===== config.mk =====
export PLATFORM = sky130hd
export DESIGN_NAME = thermal_flow_pi_loop
export DESIGN_NICKNAME = d
export VERILOG_FILES = /design/src/rtl/tfpl_pkg.sv /design/src/rtl/thermal_flow_pi_loop.sv
export SDC_FILE = /design/constraint.sdc
export NUM_CORES = 2
export LEC_CHECK = 0
export BUFFER_PORTS_ARGS = -buffer_cell sky130_fd_sc_hd__buf_2
export CORE_ASPECT_RATIO = 0.6
export CORE_MARGIN = 3
export CORE_UTILIZATION = 30
export DETAILED_ROUTE_END_ITERATION = 10
export MAX_ROUTING_LAYER = met4
export PLACE_DENSITY = 0.54
export SLEW_MARGIN = 20
export SYNTH_ARGS = -nofsm -noshare
export SYNTH_HDL_FRONTEND = slang
export SYNTH_SLANG_ARGS = --single-unit

===== constraint.sdc =====
create_clock -name clock -period 10.3 [get_ports clock]
set_clock_uncertainty 0.05 [all_clocks]
set_input_delay 0.515 -clock clock [delete_from_list [all_inputs] [get_ports clock]]
set_output_delay 0.515 -clock clock [all_outputs]
set_load 0.02 [all_outputs]

===== src/rtl/tfpl_pkg.sv =====
// ============================================================================
// tfpl_pkg - shared types and constants for the thermal flow PI loop
// Sequencer states, register indexes, fixed arithmetic constants and the
// power-to-flow table.
// ============================================================================
package tfpl_pkg;

   localparam int TFPL_TABLE_POINTS = 11;
   localparam int TFPL_PWM_WIDTH    = 10;
   localparam int TABLE_CAP         = 32;

   // register indexes on the configuration port
   localparam logic [2:0] CSR_DELTA_T   = 3'd0;
   localparam logic [2:0] CSR_KP_GAIN   = 3'd1;
   localparam logic [2:0] CSR_KI_GAIN   = 3'd2;
   localparam logic [2:0] CSR_AIR_THR   = 3'd3;
   localparam logic [2:0] CSR_FLOW_THR  = 3'd4;

   localparam logic [12:0] DELTA_T_RESET  = 13'd1000;
   localparam logic [15:0] KP_RESET       = 16'd1966;
   localparam logic [15:0] KI_RESET       = 16'd393;
   localparam logic [16:0] AIR_THR_RESET  = 17'd521;
   localparam logic [16:0] FLOW_THR_RESET = 17'd4297;

   localparam logic [27:0] PERCENT_DIV = 28'd100;
   localparam logic [27:0] INTEG_DIV   = 28'd100000;
   // 65536 * heater resistance in milliohm
   localparam logic [27:0] POWER_DIV   = 28'd235929600;
   localparam logic [16:0] POWER_MAX   = 17'd80000;
   localparam logic [16:0] DUTY_FULL   = 17'd65536;

   localparam logic [1:0] CLASS_AIR   = 2'd0;
   localparam logic [1:0] CLASS_STILL = 2'd1;
   localparam logic [1:0] CLASS_FLOW  = 2'd2;
   localparam logic [9:0] ALARM_AIR_MS   = 10'd500;
   localparam logic [9:0] ALARM_STILL_MS = 10'd1000;
   localparam logic [9:0] ALARM_OFF_MS   = 10'd0;

   localparam logic [16:0] TAB_MW [TABLE_CAP] = '{
      17'd1004,  17'd6695,  17'd9649,  17'd12013, 17'd14074, 17'd15943,
      17'd17676, 17'd19306, 17'd20856, 17'd22341, 17'd23772, 17'd0,
      17'd0, 17'd0, 17'd0, 17'd0, 17'd0, 17'd0, 17'd0, 17'd0,
      17'd0, 17'd0, 17'd0, 17'd0, 17'd0, 17'd0, 17'd0, 17'd0,
      17'd0, 17'd0, 17'd0, 17'd0};

   localparam logic [12:0] TAB_FLOW [TABLE_CAP] = '{
      13'd0,    13'd510,  13'd1021, 13'd1531, 13'd2041, 13'd2552,
      13'd3062, 13'd3572, 13'd4083, 13'd4593, 13'd5104, 13'd0,
      13'd0, 13'd0, 13'd0, 13'd0, 13'd0, 13'd0, 13'd0, 13'd0,
      13'd0, 13'd0, 13'd0, 13'd0, 13'd0, 13'd0, 13'd0, 13'd0,
      13'd0, 13'd0, 13'd0, 13'd0};

   typedef enum logic [3:0] {
      ST_IDLE,
      ST_KP_MUL,
      ST_KP_DIV,
      ST_KI_MUL,
      ST_DU_MUL,
      ST_NUM_MUL,
      ST_NUM_DIV,
      ST_PW_MUL1,
      ST_PW_MUL2,
      ST_PW_DIV,
      ST_PWM_MUL,
      ST_SCAN,
      ST_FL_MUL,
      ST_FL_DIV,
      ST_FINISH
   } state_type;

endpackage


===== src/rtl/thermal_flow_pi_loop.sv =====
// ============================================================================
// thermal_flow_pi_loop - PI heater loop of a thermal flow probe
// PI duty with back-calculation anti-windup, heater power, flow class and
// table-interpolated flow, computed with a bit-serial multiplier and divider.
// ============================================================================
// Usage:
//   req channel: one control tick per transaction (temperatures, bus voltage,
//   elapsed time). rsp channel: one result per tick (PWM code, duty, power,
//   flow class, alarm half period, flow). csr channel: register writes, always
//   ready; write only while no tick is in flight.
//   Every product goes through a shift-and-add multiplier one multiplier
//   bit per cycle, every quotient through a restoring divider one quotient
//   bit per cycle (34, 60, 45 and 32 bits), and the table segment is
//   searched one point per cycle.
//   One tick is worked on at a time; the next tick can be accepted as soon
//   as the previous result sits in the output register, even if it is not
//   yet taken. If rsp_tready stays low, the finished result of the next tick
//   waits in the sequencer until the output register is free. Reset loads
//   the register defaults, clears the integral and empties the output
//   register.
// ============================================================================
module thermal_flow_pi_loop
   import tfpl_pkg::*;
#(
   parameter int TABLE_POINTS = TFPL_TABLE_POINTS,
   parameter int PWM_WIDTH    = TFPL_PWM_WIDTH,
   localparam int RSP_BITS    = PWM_WIDTH + 58,
   localparam int RSP_W       = ((RSP_BITS + 7) / 8) * 8,
   localparam int SEG_W       = (TABLE_POINTS > 2) ? $clog2(TABLE_POINTS - 1) : 1
) (
   input  logic              clock,
   input  logic              reset,
   input  logic              req_tvalid,
   output logic              req_tready,
   // upstream_temp_centi[14:0], heated_temp_centi[29:15], bus_mv[43:30],
   // dt_ms[59:44], zero fill
   input  logic [63:0]       req_tdata,
   output logic              rsp_tvalid,
   input  logic              rsp_tready,
   // pwm_code, duty_q16, power_mw, flow_class, alarm_half_period_ms,
   // flow_centi_lpm, zero fill
   output logic [RSP_W-1:0]  rsp_tdata,
   input  logic              csr_valid,
   output logic              csr_ready,
   input  logic [2:0]        csr_index,
   input  logic [16:0]       csr_wdata
);

   localparam logic [15:0] PMAX = 16'((17'd1 << PWM_WIDTH) - 17'd1);

   state_type state_ff, state_in;

   logic [12:0] delta_ff;
   logic [15:0] kp_ff, ki_ff;
   logic [16:0] air_thr_ff, flow_thr_ff;

   logic signed [17:0] err_ff, err_in;
   logic [13:0]        mv_ff, mv_in;
   logic [15:0]        dt_ff, dt_in;
   logic               sgn_ff, sgn_in;
   logic [63:0]        mul_a_ff, mul_a_in;
   logic [15:0]        mul_b_ff, mul_b_in;
   logic [63:0]        acc_ff, acc_in;
   logic [63:0]        dvd_ff, dvd_in;
   logic [27:0]        dvs_ff, dvs_in;
   logic [27:0]        rem_ff, rem_in;
   logic [63:0]        quo_ff, quo_in;
   logic [5:0]         cnt_ff, cnt_in;
   logic signed [31:0] integ_ff, integ_in;
   logic signed [35:0] u_ff, u_in;
   logic [16:0]        duty_ff, duty_in;
   logic signed [47:0] kiterm_ff, kiterm_in;
   logic [16:0]        power_ff, power_in;
   logic [PWM_WIDTH-1:0] pwm_ff, pwm_in;
   logic [SEG_W-1:0]   seg_ff, seg_in;
   logic [12:0]        flow_ff, flow_in;
   logic               rsp_valid_ff, rsp_valid_in;
   logic [RSP_W-1:0]   rsp_data_ff, rsp_data_in;

   // serial datapath helpers
   logic        mul_busy;
   logic [63:0] mul_acc_step;
   logic [28:0] trial;
   logic        ge;
   logic [27:0] rem_step;
   logic [63:0] q_fin;
   logic        div_last;

   assign csr_ready  = 1'b1;
   assign req_tready = (state_ff == ST_IDLE);
   assign rsp_tvalid = rsp_valid_ff;
   assign rsp_tdata  = rsp_data_ff;

   assign mul_busy     = (mul_b_ff != 16'd0);
   assign mul_acc_step = acc_ff + (mul_b_ff[0] ? mul_a_ff : 64'd0);
   assign trial        = {rem_ff, dvd_ff[cnt_ff]};
   assign ge           = (trial >= {1'b0, dvs_ff});
   assign rem_step     = ge ? 28'(trial - {1'b0, dvs_ff}) : trial[27:0];
   assign q_fin        = {quo_ff[62:0], ge};
   assign div_last     = (cnt_ff == 6'd0);

   always_ff @(posedge clock) begin
      if (reset) begin
         delta_ff    <= DELTA_T_RESET;
         kp_ff       <= KP_RESET;
         ki_ff       <= KI_RESET;
         air_thr_ff  <= AIR_THR_RESET;
         flow_thr_ff <= FLOW_THR_RESET;
      end else if (csr_valid) begin
         unique case (csr_index)
            CSR_DELTA_T:  delta_ff    <= csr_wdata[12:0];
            CSR_KP_GAIN:  kp_ff       <= csr_wdata[15:0];
            CSR_KI_GAIN:  ki_ff       <= csr_wdata[15:0];
            CSR_AIR_THR:  air_thr_ff  <= csr_wdata;
            CSR_FLOW_THR: flow_thr_ff <= csr_wdata;
            default: ;
         endcase
      end
   end

   always_ff @(posedge clock) begin
      if (reset) begin
         state_ff     <= ST_IDLE;
         integ_ff     <= '0;
         rsp_valid_ff <= 1'b0;
      end else begin
         state_ff     <= state_in;
         integ_ff     <= integ_in;
         rsp_valid_ff <= rsp_valid_in;
      end
   end

   always_ff @(posedge clock) begin
      err_ff      <= err_in;
      mv_ff       <= mv_in;
      dt_ff       <= dt_in;
      sgn_ff      <= sgn_in;
      mul_a_ff    <= mul_a_in;
      mul_b_ff    <= mul_b_in;
      acc_ff      <= acc_in;
      dvd_ff      <= dvd_in;
      dvs_ff      <= dvs_in;
      rem_ff      <= rem_in;
      quo_ff      <= quo_in;
      cnt_ff      <= cnt_in;
      u_ff        <= u_in;
      duty_ff     <= duty_in;
      kiterm_ff   <= kiterm_in;
      power_ff    <= power_in;
      pwm_ff      <= pwm_in;
      seg_ff      <= seg_in;
      flow_ff     <= flow_in;
      rsp_data_ff <= rsp_data_in;
   end

   always_comb begin
      logic signed [17:0] up_s, hot_s, err_new;
      logic [17:0]        err_mag;
      logic signed [35:0] t1, u_new;
      logic [16:0]        duty_new;
      logic signed [36:0] du;
      logic signed [47:0] prod_s, num, qs;
      logic signed [48:0] integ_sum;
      logic [16:0]        pw_new;
      logic [4:0]         i0, i1;
      logic [12:0]        flow_sum;
      logic [1:0]         cls;
      logic [9:0]         alarm;
      logic [15:0]        duty_out;

      state_in     = state_ff;
      err_in       = err_ff;
      mv_in        = mv_ff;
      dt_in        = dt_ff;
      sgn_in       = sgn_ff;
      mul_a_in     = mul_a_ff;
      mul_b_in     = mul_b_ff;
      acc_in       = acc_ff;
      dvd_in       = dvd_ff;
      dvs_in       = dvs_ff;
      rem_in       = rem_ff;
      quo_in       = quo_ff;
      cnt_in       = cnt_ff;
      integ_in     = integ_ff;
      u_in         = u_ff;
      duty_in      = duty_ff;
      kiterm_in    = kiterm_ff;
      power_in     = power_ff;
      pwm_in       = pwm_ff;
      seg_in       = seg_ff;
      flow_in      = flow_ff;
      rsp_data_in  = rsp_data_ff;
      rsp_valid_in = rsp_valid_ff && !rsp_tready;

      up_s    = 18'(signed'(req_tdata[14:0]));
      hot_s   = 18'(signed'(req_tdata[29:15]));
      err_new = up_s + signed'({5'd0, delta_ff}) - hot_s;
      err_mag = err_ff[17] ? 18'(-err_ff) : 18'(err_ff);

      t1       = sgn_ff ? -36'(signed'({1'b0, q_fin[34:0]}))
                        : 36'(signed'({1'b0, q_fin[34:0]}));
      u_new    = t1 + 36'(integ_ff);
      duty_new = u_new < 0 ? 17'd0
               : (u_new > signed'(36'(DUTY_FULL)) ? DUTY_FULL : u_new[16:0]);
      du       = signed'(37'(duty_ff)) - 37'(u_ff);
      prod_s   = sgn_ff ? -signed'(acc_ff[47:0]) : signed'(acc_ff[47:0]);
      num      = kiterm_ff + prod_s;
      qs       = sgn_ff ? -signed'(q_fin[47:0]) : signed'(q_fin[47:0]);
      integ_sum = 49'(integ_ff) + 49'(qs);
      pw_new   = (q_fin > 64'(POWER_MAX)) ? POWER_MAX : q_fin[16:0];

      i0       = 5'(seg_ff);
      i1       = 5'(seg_ff) + 5'd1;
      flow_sum = TAB_FLOW[i0] + q_fin[12:0];

      if (power_ff < air_thr_ff) begin
         cls = CLASS_AIR;
         alarm = ALARM_AIR_MS;
      end else if (power_ff > flow_thr_ff) begin
         cls = CLASS_FLOW;
         alarm = ALARM_OFF_MS;
      end else begin
         cls = CLASS_STILL;
         alarm = ALARM_STILL_MS;
      end
      duty_out = duty_ff[16] ? 16'hFFFF : duty_ff[15:0];

      unique case (state_ff)
         ST_IDLE: begin
            if (req_tvalid) begin
               err_in   = err_new;
               mv_in    = req_tdata[43:30];
               dt_in    = req_tdata[59:44];
               sgn_in   = err_new[17];
               mul_a_in = 64'(err_new[17] ? 18'(-err_new) : 18'(err_new));
               mul_b_in = kp_ff;
               acc_in   = '0;
               state_in = ST_KP_MUL;
            end
         end
         ST_KP_MUL, ST_KI_MUL, ST_DU_MUL, ST_NUM_MUL, ST_PW_MUL1, ST_PW_MUL2,
         ST_PWM_MUL, ST_FL_MUL: begin
            if (mul_busy) begin
               acc_in   = mul_acc_step;
               mul_a_in = {mul_a_ff[62:0], 1'b0};
               mul_b_in = {1'b0, mul_b_ff[15:1]};
            end else begin
               // product ready: set up the next operation
               dvd_in = acc_ff;
               rem_in = '0;
               quo_in = '0;
               acc_in = '0;
               unique case (state_ff)
                  ST_KP_MUL: begin
                     dvs_in   = PERCENT_DIV;
                     cnt_in   = 6'd33;
                     state_in = ST_KP_DIV;
                  end
                  ST_KI_MUL: begin
                     kiterm_in = prod_s;
                     sgn_in    = du[36];
                     mul_a_in  = 64'(du[36] ? 37'(-du) : 37'(du));
                     mul_b_in  = 16'(PERCENT_DIV);
                     state_in  = ST_DU_MUL;
                  end
                  ST_DU_MUL: begin
                     sgn_in   = num[47];
                     mul_a_in = 64'(num[47] ? 48'(-num) : 48'(num));
                     mul_b_in = dt_ff;
                     state_in = ST_NUM_MUL;
                  end
                  ST_NUM_MUL: begin
                     dvs_in   = INTEG_DIV;
                     cnt_in   = 6'd59;
                     state_in = ST_NUM_DIV;
                  end
                  ST_PW_MUL1: begin
                     mul_a_in = acc_ff;
                     mul_b_in = 16'(mv_ff);
                     state_in = ST_PW_MUL2;
                  end
                  ST_PW_MUL2: begin
                     dvs_in   = POWER_DIV;
                     cnt_in   = 6'd44;
                     state_in = ST_PW_DIV;
                  end
                  ST_PWM_MUL: begin
                     pwm_in   = acc_ff[16 +: PWM_WIDTH];
                     seg_in   = '0;
                     state_in = ST_SCAN;
                  end
                  default: begin
                     dvs_in   = 28'(TAB_MW[i1] - TAB_MW[i0]);
                     cnt_in   = 6'd31;
                     state_in = ST_FL_DIV;
                  end
               endcase
            end
         end
         ST_KP_DIV, ST_NUM_DIV, ST_PW_DIV, ST_FL_DIV: begin
            rem_in = rem_step;
            quo_in = q_fin;
            cnt_in = cnt_ff - 6'd1;
            if (div_last) begin
               acc_in = '0;
               unique case (state_ff)
                  ST_KP_DIV: begin
                     u_in     = u_new;
                     duty_in  = duty_new;
                     sgn_in   = err_ff[17];
                     mul_a_in = 64'(err_mag);
                     mul_b_in = ki_ff;
                     state_in = ST_KI_MUL;
                  end
                  ST_NUM_DIV: begin
                     // saturate the integral at the 32-bit limits
                     if (integ_sum > 49'sh0_7FFF_FFFF)
                        integ_in = 32'sh7FFF_FFFF;
                     else if (integ_sum < -49'sh0_8000_0000)
                        integ_in = 32'sh8000_0000;
                     else
                        integ_in = integ_sum[31:0];
                     mul_a_in = 64'(duty_ff);
                     mul_b_in = 16'(mv_ff);
                     state_in = ST_PW_MUL1;
                  end
                  ST_PW_DIV: begin
                     power_in = pw_new;
                     mul_a_in = 64'(duty_ff);
                     mul_b_in = PMAX;
                     state_in = ST_PWM_MUL;
                  end
                  default: begin
                     flow_in  = flow_sum;
                     state_in = ST_FINISH;
                  end
               endcase
            end
         end
         ST_SCAN: begin
            priority if (power_ff <= TAB_MW[0]) begin
               flow_in  = '0;
               state_in = ST_FINISH;
            end else if (power_ff >= TAB_MW[i0] && power_ff <= TAB_MW[i1]) begin
               if (TAB_MW[i1] == TAB_MW[i0]) begin
                  flow_in  = TAB_FLOW[i0];
                  state_in = ST_FINISH;
               end else begin
                  mul_a_in = 64'(power_ff - TAB_MW[i0]);
                  mul_b_in = 16'(TAB_FLOW[i1] - TAB_FLOW[i0]);
                  acc_in   = '0;
                  state_in = ST_FL_MUL;
               end
            end else if (32'(seg_ff) == TABLE_POINTS - 2) begin
               flow_in  = TAB_FLOW[5'(TABLE_POINTS - 1)];
               state_in = ST_FINISH;
            end else begin
               seg_in = seg_ff + SEG_W'(1);
            end
         end
         ST_FINISH: begin
            if (!rsp_valid_ff || rsp_tready) begin
               rsp_valid_in = 1'b1;
               rsp_data_in  = RSP_W'({flow_ff, alarm, cls, power_ff, duty_out,
                                      pwm_ff});
               state_in     = ST_IDLE;
            end
         end
         default: state_in = ST_IDLE;
      endcase
   end

endmodule

== After elaboration in Yosys (flattened, before gate mapping) ==
Memory sizes are Yosys's and may differ from the RTL's.
Cells that the tools add are included.

* Mux-type cells: 89
* Add/subtract/negate cells: 22
* $lt $le $gt $ge: 14
* Bitwise operators: 4
* Equal/unequal tests: 39
* Reductions and logical operators: 43

{| class="wikitable"
|+ Operator list
! operator !! count
|-
| two-way mux 64 bit || 16
|-
| one-hot mux 64 bit (4 select lines) || 2
|-
| one-hot mux 64 bit (3 select lines) || 1
|-
| negation 48 bit || 3
|-
| two-way mux 13 bit || 10
|-
| one-hot mux 64 bit (2 select lines) || 1
|-
| one-hot mux 63 bit (2 select lines) || 1
|-
| one-hot mux 28 bit (4 select lines) || 1
|-
| two-way mux 16 bit || 6
|-
| two-way mux 48 bit || 2
|-
| one-hot mux 16 bit (3 select lines) || 2
|-
| two-way mux 17 bit || 5
|-
| adder 64 bit || 1
|-
| > comparator 64 x 17 -> 1 bit (second input constant) || 1
|-
| two-way mux 32 bit || 2
|-
| one-hot mux 16 bit (4 select lines) || 1
|-
| two-way mux 63 bit || 1
|-
| two-way mux 28 bit || 2
|-
| one-hot mux 28 bit (2 select lines) || 1
|-
| adder 32 x 48 -> 49 bit || 1
|-
| > comparator 49 x 32 -> 1 bit (second input constant) || 1
|-
| less-than comparator 49 x 32 -> 1 bit (second input constant) || 1
|-
| adder 48 bit || 1
|-
| two-way mux 4 bit || 12
|-
| other kinds (74) || 136
|}

* Memories kept: 4
* Memory bits (read-only): 1920
* Output and inout port bits: 75
* Bits in registers: 710
* Logic and storage cells: 246

{| class="wikitable"
|+ Memories
! memory !! words !! width !! rd ports !! clocked after Yosys merged registers in !! write ports !! RTL line !! RTL
|-
| (no name shown) || 32 || 17 || 1 || 0 || 0 || thermal_flow_pi_loop.sv:349 || <nowiki>mul_a_in = 64'(power_ff - TAB_MW[i0]);</nowiki>
|-
| (no name shown) || 32 || 17 || 1 || 0 || 0 || thermal_flow_pi_loop.sv:345 || <nowiki>if (TAB_MW[i1] == TAB_MW[i0]) begin</nowiki>
|-
| (no name shown) || 32 || 13 || 1 || 0 || 0 || thermal_flow_pi_loop.sv:350 || <nowiki>mul_b_in = 16'(TAB_FLOW[i1] - TAB_FLOW[i0]);</nowiki>
|-
| (no name shown) || 32 || 13 || 1 || 0 || 0 || thermal_flow_pi_loop.sv:350 ||
|}

== Longest topological paths before layout ==
* Depth after elaboration: 10
* Depth in mapped cells: 43
* Mapped depth without buffers: 38

== Least setup slack after synthesis ==
No wires, ideal clock.

* Path kind: reg2reg
* Start: register cnt_ff[0]
* End: register integ_ff[10]
* Required time: 10.116 ns
* Path buffers: 6
* Arrival: 9.510 ns
* Period minus slack after synthesis: 9.694 ns
* Cell stages (with the launch flop): 38
* Slack: 0.606 ns
* Setup time: 0.134 ns
* Path through: edfxtp_1 > clkbuf_1 > buf_1 > mux4_2 > o22ai_1 > nor2_1 > o311ai_0 > ha_1 > nor2b_1 > o21ai_0 > a21boi_0 > o21ai_0 > a21oi_1 > a21o_1 > o21bai_1 > clkbuf_1 > buf_1 > ha_1 > [... 2 more ...] > nand2b_1 > nand2b_1 > or2_2 > o31ai_1 > xnor2_1 > ha_1 > clkbuf_1 > nand4_1 > or2_2 > a311oi_2 > nor3_1 > xnor2_1 > or4_1 > or4b_1 > a2111o_1 > o41ai_4 > buf_6 > a211oi_1

* Cells in the longest elaborated chain, start to end: 9
* Elaborated cells on any way between the ends: 12

{| class="wikitable"
|+ RTL lines
! item !! RTL line !! RTL
|-
| start, declared || thermal_flow_pi_loop.sv:68 || <nowiki>logic [5:0] cnt_ff, cnt_in;</nowiki>
|-
| start signal, assigned || thermal_flow_pi_loop.sv:145 || <nowiki>cnt_ff <= cnt_in;</nowiki>
|-
| binary-select mux 1 bit (select 6 bit) || thermal_flow_pi_loop.sv:96 || <nowiki>assign trial = {rem_ff, dvd_ff[cnt_ff]};</nowiki>
|-
| two-way mux 1 bit (not written as such) || thermal_flow_pi_loop.sv:96 ||
|-
| >= comparator 29 x 28 -> 1 bit || thermal_flow_pi_loop.sv:97 || <nowiki>assign ge = (trial >= {1'b0, dvs_ff});</nowiki>
|-
| negation 48 bit || thermal_flow_pi_loop.sv:208 || <nowiki>qs = sgn_ff ? -signed'(q_fin[47:0]) : signed'(q_fin[47:0]);</nowiki>
|-
| two-way mux 48 bit || thermal_flow_pi_loop.sv:208 ||
|-
| adder 32 x 48 -> 49 bit || thermal_flow_pi_loop.sv:209 || <nowiki>integ_sum = 49'(integ_ff) + 49'(qs);</nowiki>
|-
| less-than comparator 49 x 32 -> 1 bit || thermal_flow_pi_loop.sv:319 || <nowiki>else if (integ_sum < -49'sh0_8000_0000)</nowiki>
|-
| two-way mux 32 bit || thermal_flow_pi_loop.sv:319 ||
|-
| two-way mux 32 bit || thermal_flow_pi_loop.sv:317 || <nowiki>if (integ_sum > 49'sh0_7FFF_FFFF)</nowiki>
|-
| end signal, assigned || thermal_flow_pi_loop.sv:128 || <nowiki>integ_ff <= integ_in;</nowiki>
|-
| end, declared || thermal_flow_pi_loop.sv:69 || <nowiki>logic signed [31:0] integ_ff, integ_in;</nowiki>
|}

Parallel ways exist; a longest one is shown, timed or not. The select of a mux whose other input is x is not followed.
A chain may end at the register's enable or synchronous reset.

== Final worst setup path ==
* Start: register cnt_ff[0]
* End: register integ_ff[20]

Same word-level chain as after synthesis.

==> results.md <==
* Syn. warnings at 0
* Die width at 537 um
* FP Rows at 116
* DR iter-0 viols at 5885
* Met3 Use GR at 0.0550
* Top FF cell, synth: edfxtp_1
* Largest family of logic cells by synthesized area: compound AO/OA/AOI/OAI gates
* Multiplexer share of the synthesized area at 0.0120
* Pins Over Slew Limit at 0
* TritonCTS clock tree: done
* PD cells at 279 nW/um^2
* Die ar. at 174000 um^2
* Clock buffer depth at 3
* Critical Path AT at 10.24 ns
* GR peak layer: met1
* Post-Syn Instances at 5584
* Die height at 325 um
* P_leak at 0.0217 uW
* First-pass GRT wire length at 271000 um
* CP max-delay cell: or4_1
* Reg2reg start: cnt_ff[0]
* Initial cell density of the core at 0.303
* Vias in the first global route at 39900
* H-tree lvl count at 3
* Fraction of layout cells with a size suffix above 1 at 0.0894
* Status: finished, final reports clean
* Crit path max fanout at 31
* Initial antenna violation count at 12
* CP most frequent cell: o21ai_0
* Largest net degree at the start of global routing at 72
* Critical path type: reg2reg
* Buffers on Ports at 152
* Fin crit period at 9.78 ns
* CP Capture Type: flip-flop
* Crit. Startpoint: cnt_ff[0]
* Hold Slack at 0.0799 ns
* Fin. Hold Viols at 0
* Worst-skew pair later-pin latency at 0.68 ns
* Seq/Total Area, Yosys at 0.387
* Setup TNS Final at 0 ns
* Startpoint types: flip-flop
* DRT Wirelength at 186000 um
* Post-synthesis compound-gate area fraction at 0.208
* Max-cap violations at 0
* Flops & latches, synth at 693
* Grt total ovfl at 0
* WP data required at 10.76 ns
* Hold path start: csr_wdata[16]
* Synth Area in XOR/XNOR at 0.0726
* Synth unique cells at 98
* Total CTS buffers at 74
* Worst slew margin at 0.140
* Residual DRC at 0
* TritonRoute pass-1 iters at 6
* Tcrit/Tclk final at 0.950
* RSZ-0062 raised after global routing: false
* Synth Area in Simple Gates at 0.182
* Num ports at 164
* HPWL Detailed at 142000 um
* Clock sinks at 693
* Final net count at 6141
* Clk pin slew, worst setup/hold paths at 0.06 ns
* Via density at 5.61
* Post-synthesis adder-cell area fraction at 0.0947
* Post-synth EDFFs at 577
* Final ANT Viol Nets at 0
* Slowest stage delay, CP at 0.66 ns
* Met2 GRT Util at 0.244
* Core area at 167000 um^2
* Layout area overhead at 12.5%
* Post-Layout Inst Area at 57000 um^2
* Power, Total at 15900 uW
* WL per Instance at 23.3 um
* Met1 usage at 0.348
* Worst Hold Class: in2reg
* Fmax at 102 MHz
* Finished Core Util at 0.341
* Post-DP Area at 54200 um^2
* Routability cong. at 0.983
* Clock root cell: clkbuf_16
* Syn Area/Cell at 9.08 um^2
* GRT Total Usage at 0.211
* Worst-Margin Slew at 1.28 ns
* Via count at 44800
* Peak supply drop at 0.000234 V
* Final setup violation count at 0
* Post-Syn Area at 50700 um^2
* Ys async rst share at 0
[routing by layer]
layer	up-vias	part of all wire
met5	-	0
met2	2076	0.35
met3	182	0.11
met1	21800	0.52
li1	20800	-
met4	0	0.015
[worst max-delay path: cells and delay by family, from the launching register on]
family,cells,cell delay (ns)
adder cells (fa/ha/maj),3,0.81
AO/OA/AOI/OAI,19,4.13
AND/OR/NAND/NOR,8,2.74
multiplexers,1,0.54
flip-flops,1,0.37
buffers and inverters,3,0.72
XOR/XNOR,1,0.20
[stage by stage]
| stage | worst slack (ns) | instances |
|---|---|---|
| after CTS | 0.401 | 7980 |
| after detailed placement | 0.488 | 7816 |
| after global placement | 0.533 | 7815 |
| final | 0.516 | 7987 |
| after global routing | 0.00723 | 7987 |
| after floorplan | 0.606 | 5589 |
[report_power, final]
group          switching [uW]  internal (uW)  leakage [uW]
logic                    5620           3020        0.0141
clock network            1300           1620       0.00125
registers                 585           3800       0.00636
total                    7500           8440        0.0217
[layout by cell type (no fill, tap or decap), types with 80 or more instances in the layout]
master	netlist	routed
nor3_1	119	113
inv_1	291	291
nor2b_1	97	97
nand2_1	526	524
buf_4	18	103
nand3_1	99	99
edfxtp_1	577	577
xnor2_1	285	285
and2_1	105	105
a21oi_1	457	455
a211oi_1	81	80
buf_2	0	151
nor2_1	469	456
o21ai_0	309	309
dfxtp_1	116	116
ha_1	347	347
xor2_1	133	133
a21o_1	160	160
[timing repair]
item                                    in CTS  in global routing
hold buffers                                29                  0
endpoints found under the hold margin       29                  0
buffers inserted                             0                  3
resized for setup                            0                  6
endpoints found under the setup margin       0                 31
[sequential cells by signal, summed over array words and instances, names as in the netlist, 14 cells and up]
register	cells
acc_ff	64
air_thr_ff	17
dt_ff	16
duty_ff	17
dvd_ff	64
dvs_ff	19
err_ff	17
flow_thr_ff	17
integ_ff	32
ki_ff	16
kiterm_ff	48
kp_ff	16
mul_a_ff	64
mul_b_ff	16
mv_ff	14
power_ff	17
quo_ff	63
rem_ff	28
rsp_tdata	60
u_ff	36
[logic make-up (layout without fill, tap and decap cells)]
family | Yosys count | in the layout
simple gates | 1878 | 1878
compound gates | 1608 | 1608
other cells | 2 | 11
xor+xnor | 419 | 419
buf+inv | 565 | 717
flops | 693 | 693
fa+ha+maj | 370 | 370
mux | 49 | 49
[synthesized netlist by cell type, drive strengths merged, types with 20 or more instances]
cell	n	area, um^2
or4	38	285
fa	23	460
nand2	527	1980
nand3b	23	173
and2	107	669
xor2	133	1160
ha	347	4340
or2	53	332
edfxtp	577	17300
and3	49	307
a21oi	457	2290
a211oi	83	633
nor2	469	1760
mux2i	35	350
a22oi	21	158
dfxtp	116	2320
a221oi	24	210
nor4	46	300
nand4	69	432
a221o	36	360
nand2b	66	413
nor2b	97	607
a31oi	51	325
buf	36	225
or3	67	419
o21bai	55	413
o211ai	43	323
o221ai	20	175
o31ai	68	515
o41ai	33	327
inv	292	1100
o21a	54	405
xnor2	285	2500
nand3	99	495
clkbuf	233	875
nor3	119	596
o22ai	26	163
o21ai	314	1570
a21o	160	1200
[path summary, 6_finish.rpt]
kind	end	slack (ns)	cells after the start
setup / recovery	integ_ff[20]	0.52	35
hold / removal	air_thr_ff[16]	0.08	3
setup reg to reg	integ_ff[20]	0.52	35
hold reg to reg	rsp_tdata[0]	0.37	0
[area by class of cell]
class,instances,area [um^2]
multi-input cells,4331,29100
flip-flops and latches,693,19600
fillers,17000,110000
inverters,296,1110
well taps,2242,2810
diodes,4,10.0
clock buffers,84,1950
clock inverters,51,579
repair buffers,286,1870
(Power assumes the default switching activity.)
